**src/design/ferp_pkg.sv**
```systemverilog
// Package with the types, codes and constants shared by the erase range planner.
package ferp_pkg;

  localparam int SECTOR_W = 12;
  localparam int COUNT_W = 9;
  localparam int SHIFT_W = 5;
  localparam int ADDR_W = 24;
  localparam int UNIT_W = 5;
  localparam int OPCODE_W = 8;
  localparam int COUNT_LIMIT_DEF = 511;

  localparam logic [SHIFT_W-1:0] SHIFT_RESET = 5'd12;

  localparam logic [OPCODE_W-1:0] OP_BLOCK64 = 8'hD8;
  localparam logic [OPCODE_W-1:0] OP_BLOCK32 = 8'h52;
  localparam logic [OPCODE_W-1:0] OP_SECTOR = 8'h20;

  localparam logic [UNIT_W-1:0] UNIT64 = UNIT_W'(64 / 4);
  localparam logic [UNIT_W-1:0] UNIT32 = UNIT_W'(32 / 4);
  localparam logic [UNIT_W-1:0] UNIT1 = UNIT_W'(1);

  localparam logic [2:0] REG_SECTOR_SHIFT = 3'd0;

  typedef enum logic {
    ST_IDLE,
    ST_RUN
  } state_t;

  typedef struct packed {
    logic load;
    logic step;
  } ctrl_cmd_t;

  typedef struct packed {
    logic count_nonzero;
    logic slot_free;
    logic step_last;
  } ctrl_status_t;

endpackage

```
**src/design/ferp_ctrl.sv**
```systemverilog
// Controller state machine that sequences loading a request and emitting its commands.
module ferp_ctrl
  import ferp_pkg::*;
(
  input  logic         clk,
  input  logic         rst,
  input  logic         s_tvalid,
  output logic         s_tready,
  input  ctrl_status_t status,
  output ctrl_cmd_t    cmd
);

  state_t state;
  state_t state_next;

  always_ff @(posedge clk) begin
    if (rst) begin
      state <= ST_IDLE;
    end else begin
      state <= state_next;
    end
  end

  always_comb begin
    state_next = state;
    unique case (state)
      ST_IDLE: begin
        if (s_tvalid && status.count_nonzero) begin
          state_next = ST_RUN;
        end
      end
      ST_RUN: begin
        if (status.slot_free && status.step_last) begin
          state_next = ST_IDLE;
        end
      end
      default: state_next = ST_IDLE;
    endcase
  end

  always_comb begin
    s_tready = 1'b0;
    cmd = '0;
    unique case (state)
      ST_IDLE: begin
        s_tready = 1'b1;
        cmd.load = s_tvalid;
      end
      ST_RUN: begin
        cmd.step = status.slot_free;
      end
      default: begin
        s_tready = 1'b0;
      end
    endcase
  end

endmodule

```
**src/design/ferp_datapath.sv**
```systemverilog
// Datapath holding the run counters, the shift register and the output command register.
module ferp_datapath
  import ferp_pkg::*;
#(
  parameter int COUNT_LIMIT = COUNT_LIMIT_DEF
)
(
  input  logic                  clk,
  input  logic                  rst,
  input  logic [SECTOR_W-1:0]   start_sector,
  input  logic [COUNT_W-1:0]    sector_count,
  input  logic [SHIFT_W-1:0]    shift_value,
  input  logic                  shift_write,
  output logic [SHIFT_W-1:0]    sector_shift,
  input  ctrl_cmd_t             cmd,
  output ctrl_status_t          status,
  input  logic                  out_ready,
  output logic                  out_valid,
  output logic [OPCODE_W-1:0]   erase_opcode,
  output logic [ADDR_W-1:0]     byte_address,
  output logic [UNIT_W-1:0]     sectors_covered,
  output logic                  last_command
);

  localparam int CNT_W = $clog2(COUNT_LIMIT + 1);

  logic [SECTOR_W-1:0] current_sector;
  logic [CNT_W-1:0]    sectors_remaining;
  logic [CNT_W-1:0]    count_sat;
  logic [CNT_W-1:0]    remaining_next;
  logic [UNIT_W-1:0]   unit;
  logic [OPCODE_W-1:0] opcode;

  always_comb begin
    if (sector_count > COUNT_W'(COUNT_LIMIT)) begin
      count_sat = CNT_W'(COUNT_LIMIT);
    end else begin
      count_sat = CNT_W'(sector_count);
    end
  end

  always_comb begin
    priority if (current_sector[3:0] == 4'd0 && sectors_remaining >= CNT_W'(UNIT64)) begin
      unit = UNIT64;
      opcode = OP_BLOCK64;
    end else if (current_sector[2:0] == 3'd0 && sectors_remaining >= CNT_W'(UNIT32)) begin
      unit = UNIT32;
      opcode = OP_BLOCK32;
    end else begin
      unit = UNIT1;
      opcode = OP_SECTOR;
    end
  end

  assign remaining_next = sectors_remaining - CNT_W'(unit);

  assign status.count_nonzero = (sector_count != '0);
  assign status.slot_free = !out_valid || out_ready;
  assign status.step_last = (remaining_next == '0);

  always_ff @(posedge clk) begin
    if (rst) begin
      sector_shift <= SHIFT_RESET;
    end else if (shift_write) begin
      sector_shift <= shift_value;
    end
  end

  always_ff @(posedge clk) begin
    if (rst) begin
      current_sector <= '0;
      sectors_remaining <= '0;
    end else if (cmd.load) begin
      current_sector <= start_sector;
      sectors_remaining <= count_sat;
    end else if (cmd.step) begin
      current_sector <= current_sector + SECTOR_W'(unit);
      sectors_remaining <= remaining_next;
    end
  end

  always_ff @(posedge clk) begin
    if (rst) begin
      out_valid <= 1'b0;
    end else if (cmd.step) begin
      out_valid <= 1'b1;
    end else if (out_ready) begin
      out_valid <= 1'b0;
    end
  end

  always_ff @(posedge clk) begin
    if (cmd.step) begin
      erase_opcode <= opcode;
      byte_address <= ADDR_W'(current_sector) << sector_shift;
      sectors_covered <= unit;
      last_command <= (remaining_next == '0);
    end
  end

`ifndef NO_ASSERTIONS
  a_step_needs_work: assert property (@(posedge clk) disable iff (rst)
    cmd.step |-> sectors_remaining != '0)
    else $error("step issued with no sectors remaining");

  a_result_not_dropped: assert property (@(posedge clk) disable iff (rst)
    out_valid && !out_ready |=> out_valid && $stable(byte_address))
    else $error("stalled command lost or changed");

  a_unit_matches_opcode: assert property (@(posedge clk) disable iff (rst)
    out_valid |-> (sectors_covered == UNIT64 && erase_opcode == OP_BLOCK64) ||
                  (sectors_covered == UNIT32 && erase_opcode == OP_BLOCK32) ||
                  (sectors_covered == UNIT1 && erase_opcode == OP_SECTOR))
    else $error("erase opcode and sector count disagree");

  a_last_ends_run: assert property (@(posedge clk) disable iff (rst)
    cmd.step && status.step_last |=> sectors_remaining == '0)
    else $error("run did not end after its last command");
`endif

endmodule

```
**src/design/flash_erase_range_planner_core.sv**
```systemverilog
// Top level of the SPI NOR erase range planner: APB register port and stream channels.
//
// Channel     Direction  Signals                       Contents
// s_axis      in         s_tvalid/s_tready/s_tdata     erase request
// m_axis      out        m_tvalid/m_tready/m_tdata     erase command, tlast on final one
// apb         in         psel/penable/pwrite/paddr     sector_shift register
//
// A request is accepted in the idle state, then one command is emitted per cycle
// while m_tready does not stall the output; the command counter and the single
// output register pace the run.
// Reset is synchronous and active high; sector_shift returns to 12.
// A stall on m_tready holds the current command and pauses the run.
module flash_erase_range_planner_core
  import ferp_pkg::*;
#(
  parameter int COUNT_LIMIT = COUNT_LIMIT_DEF
)
(
  input  logic        clk,
  input  logic        rst,
  input  logic        s_tvalid,
  output logic        s_tready,
  // [11:0] start_sector, [20:12] sector_count, [23:21] zero
  input  logic [23:0] s_tdata,
  output logic        m_tvalid,
  input  logic        m_tready,
  // [7:0] erase_opcode, [31:8] byte_address, [36:32] sectors_covered, [39:37] zero
  output logic [39:0] m_tdata,
  output logic        m_tlast,
  input  logic        psel,
  input  logic        penable,
  input  logic        pwrite,
  input  logic [2:0]  paddr,
  input  logic [31:0] pwdata,
  output logic [31:0] prdata,
  output logic        pready
);

  ctrl_cmd_t           cmd;
  ctrl_status_t        status;
  logic [SHIFT_W-1:0]  sector_shift;
  logic                shift_write;
  logic [OPCODE_W-1:0] erase_opcode;
  logic [ADDR_W-1:0]   byte_address;
  logic [UNIT_W-1:0]   sectors_covered;

  assign pready = 1'b1;
  assign shift_write = psel && penable && pwrite && pready &&
                       (paddr[2] == REG_SECTOR_SHIFT[0]);
  assign prdata = (paddr[2] == REG_SECTOR_SHIFT[0]) ? 32'(sector_shift) : 32'd0;

  ferp_ctrl u_ctrl (
    .clk      (clk),
    .rst      (rst),
    .s_tvalid (s_tvalid),
    .s_tready (s_tready),
    .status   (status),
    .cmd      (cmd)
  );

  ferp_datapath #(
    .COUNT_LIMIT (COUNT_LIMIT)
  ) u_datapath (
    .clk             (clk),
    .rst             (rst),
    .start_sector    (s_tdata[11:0]),
    .sector_count    (s_tdata[20:12]),
    .shift_value     (pwdata[SHIFT_W-1:0]),
    .shift_write     (shift_write),
    .sector_shift    (sector_shift),
    .cmd             (cmd),
    .status          (status),
    .out_ready       (m_tready),
    .out_valid       (m_tvalid),
    .erase_opcode    (erase_opcode),
    .byte_address    (byte_address),
    .sectors_covered (sectors_covered),
    .last_command    (m_tlast)
  );

  assign m_tdata = {3'b000, sectors_covered, byte_address, erase_opcode};

endmodule

```
**config.mk**
```make
export PLATFORM = sky130hd
export DESIGN_NAME = flash_erase_range_planner_core
export DESIGN_NICKNAME = d
export VERILOG_FILES = /design/src/design/ferp_pkg.sv /design/src/design/ferp_ctrl.sv /design/src/design/ferp_datapath.sv /design/src/design/flash_erase_range_planner_core.sv
export SDC_FILE = /design/constraint.sdc
export NUM_CORES = 1
export LEC_CHECK = 0
export ABC_AREA = 1
export BUFFER_PORTS_ARGS = -buffer_cell sky130_fd_sc_hd__buf_2
export CAP_MARGIN = 20
export CORE_MARGIN = 2
export CORE_UTILIZATION = 54
export CTS_CLUSTER_SIZE = 30
export DETAILED_ROUTE_END_ITERATION = 6
export HOLD_SLACK_MARGIN = 0.1
export PLACE_DENSITY = 0.95
export SETUP_SLACK_MARGIN = 0.2
export SYNTH_ARGS = -nofsm -noshare
export SYNTH_HDL_FRONTEND = slang
export SYNTH_HIERARCHICAL = 1
export SYNTH_SLANG_ARGS = --single-unit
```
**constraint.sdc**
```tcl
create_clock -name clk -period 3.3 [get_ports clk]
set_input_delay 0.66 -clock clk [delete_from_list [all_inputs] [get_ports clk]]
set_output_delay 0.66 -clock clk [all_outputs]
set_load 0.05 [all_outputs]
```
==> summary.txt <==
Outcome: finished clean
Sequential area share after synthesis: 39.7%
Drt total wl: 8.64 mm
CP startpoint kind: register
H-tree Lvls: 3
Mapped Area: 3830 µm²
GRT Residual Overflow: 0
Switching fraction of total power: 36.8%
1st-pass router iterations: 5
Cells after synthesis: 522
Ys async rst share: 0%
Port bufs: 74
Mean area per synthesized cell: 7.34 µm²
Hold Vio Cnt, Final: 0
Number of flops mapped to enable cells by yosys: 32
Final net count: 665
Min Clock Period, post-route: 2.87 ns
Library cells used by synthesis: 37
Worst Skew: 0.00965 ns
Total GRT Usage: 22.8%
Pint: 1.56 mW
Number of core rows: 30
Yosys top cell by area: edfxtp_1
Starting Density: 56.1%
Clock Latency Late Sink: 0.33 ns
Setup_tns: 0 ns
DP Cell Count: 676
Die Span Y: 88.2 µm
P_sw: 906 µW
Critical path endpoint category: register
Commonest cells post-synth: nand2_1 (166), inv_1 (43), nand3_1 (40)
Storage element area: 1520 µm²
Flops & latches, synth: 60
Gate power share: 31.1%
First-pass GRT wire length: 13.9 mm
Wirelength per Cell: 12.5 µm
Routability cong.: 0.872
Final Slew Violations: 0
Synth warn: 6
DRC Markers: 0
Hold Crit Start: u_datapath/out_valid
Final worst path period share: 87.0%
Post-synth top area share: 25.1%
Synth-to-Final Area Change: 13.5%
Detail Placement HPWL: 6.32 mm
Largest net degree at the start of global routing: 34
Max VDD drop: 338 µV
Vias in the first global route: 3132
Reg-to-reg startpoint: u_datapath/sectors_remaining[5]
Crit-path max FO: 6
DR vias/cell: 5.11
Slew margin rel.: 45.5%
CTS tree: done
Post-cts sizing count: 0
Arrival @ worst endpoint: 3.09 ns
Post-synth top flop: edfxtp_1
Die W: 88.2 µm
Unrepaired setup endpoints after global routing: no
Final non-filler cell total: 692
Die area: 7780 µm²
Leakage dissipation: 2.09 nW
Worst-Margin Slew: 0.815 ns
Clock Power Share: 32.1%
Critical path type: register to register
Max cap viols: 0
Layout fillers: 609
Clock sinks: 60
Clk buf depth: 2
# hold bufs at CTS: 0
Final setup viols: 0
Required time of the worst setup path: 3.52 ns
Power per cell area: 567 nW/µm²
CTS Buf Count: 9
Core ar.: 6830 µm²
Root buffer cell: clkbuf_8
DR iter-0 viols: 271
DRT antenna net count: 0
Sequential Power Share: 36.8%
Setup crit start: u_datapath/sectors_remaining[5]
Reg clk slew, reported paths: 0.07 ns
Setup Fix Bufs, Post-CTS: 0
Multi-input gate area: 1860 µm²
ANT cells: 0
HP Class: register to register
Top cells by area, synth: edfxtp_1 (25%), nand2_1 (16%), dfxtp_1 (15%), buf_4 (7.3%), nand3_1 (5.2%)
Via count: 3533
Final Core Density: 63.6%
Initial antenna violation count: 0
Layout cells sized above 1: 20.8%
Most frequent cell after synthesis: nand2_1
I/O pin cnt: 142
Max Clk Rate: 348 MHz
[critical path, cell delays in order, from the launching register on]
cell      delay [ns]
dfxtp_1         0.37
nor2_1          0.19
nand3_1         0.17
o21ai_1         0.45
ha_1            0.31
ha_1            0.20
inv_1           0.05
nand2_1         0.07
nand3b_1        0.10
nor2_1          0.19
nand2_1         0.12
nor2_1          0.12
nand3_1         0.08
nor2_1          0.13
nand2_1         0.07
nand2_1         0.08
a21oi_2         0.05
[final timing paths]
kind	depth (start not counted)	end	slack [ns]
max reg2reg	16	u_ctrl/state	0.43
min reg2reg	2	u_datapath/out_valid	0.52
min	2	u_datapath/out_valid	0.52
max	16	u_ctrl/state	0.43
[through the flow]
stage / hold slack [ns] / setup slack, ns / cell area, µm² / power, mW
after global placement: 0.501 / 0.770 / 4100 / 1.63
after CTS: 0.527 / 0.506 / 4340 / 2.47
after global routing: 0.541 / 0.213 / 4350 / 2.59
after floorplan: 0.487 / 0.932 / 3950 / 1.55
final: 0.524 / 0.428 / 4350 / 2.46
after detailed placement: 0.515 / 0.605 / 4100 / 1.66
[layout by cell type (no fill, tap or decap), types with 4 or more instances in the layout]
cell      instances
nor3_1            8
ha_1              8
inv_1            43
edfxtp_1         32
inv_2            13
a31oi_1           5
conb_1           35
buf_2            74
nor2_1           34
o21ai_0          14
dfxtp_1          28
nand2_1         166
nor2_2            4
a22oi_1          11
a21oi_1          21
nand3_1          40
clkbuf_8          9
o21ai_2           6
o21ai_1          15
[logic make-up (layout without fill, tap and decap cells)]
family          count (synthesis)  in the layout  share of synthesized area, %
buf+inv                       108            150                          15.0
other cells                     3             35                         0.294
simple gates                  261            261                          28.3
mux                             6              6                          2.32
fa+ha+maj                       8              8                          2.61
xor+xnor                        3              3                         0.686
compound gates                 73             73                          11.1
flops                          60             60                          39.7
[sequential cells by signal, indices dropped and copies added, names as in the netlist]
register,cells
u_datapath/sectors_covered,3
u_datapath/sectors_remaining,9
u_datapath/byte_address,24
u_datapath/erase_opcode,4
u_ctrl/state,1
u_datapath/last_command,1
u_datapath/current_sector,12
u_datapath/out_valid,1
u_datapath/sector_shift,5
[layout make-up]
| cell class | count | area share, % |
|---|---|---|
| multi-input cells | 386 | 42.8 |
| well taps | 96 | 2.76 |
| clock buffers | 9 | 2.85 |
| inverters | 57 | 4.92 |
| flip-flops and latches | 60 | 35.0 |
| clock inverters | 7 | 2.65 |
| repair buffers | 77 | 9.04 |
[power groups by stage]
stage               logic, mW  registers (mW)  clock network, mW
global placement        0.715           0.918                  0
floorplan               0.527            1.02                  0
detailed placement      0.741           0.921                  0
finish                  0.766           0.906              0.790
CTS                     0.754           0.905              0.808
global route            0.839           0.913              0.834
[routing by layer]
metal | global-route usage, % | part of all wire [%] | up-vias
met5 | 0 | 0 | -
met4 | 12.3 | 3.3 | 0
met3 | 4.29 | 7.2 | 29
met2 | 37.5 | 48 | 174
met1 | 28.5 | 42 | 1563
li1 | - | - | 1767
Note: power is estimated with default switching activity, not from simulation.
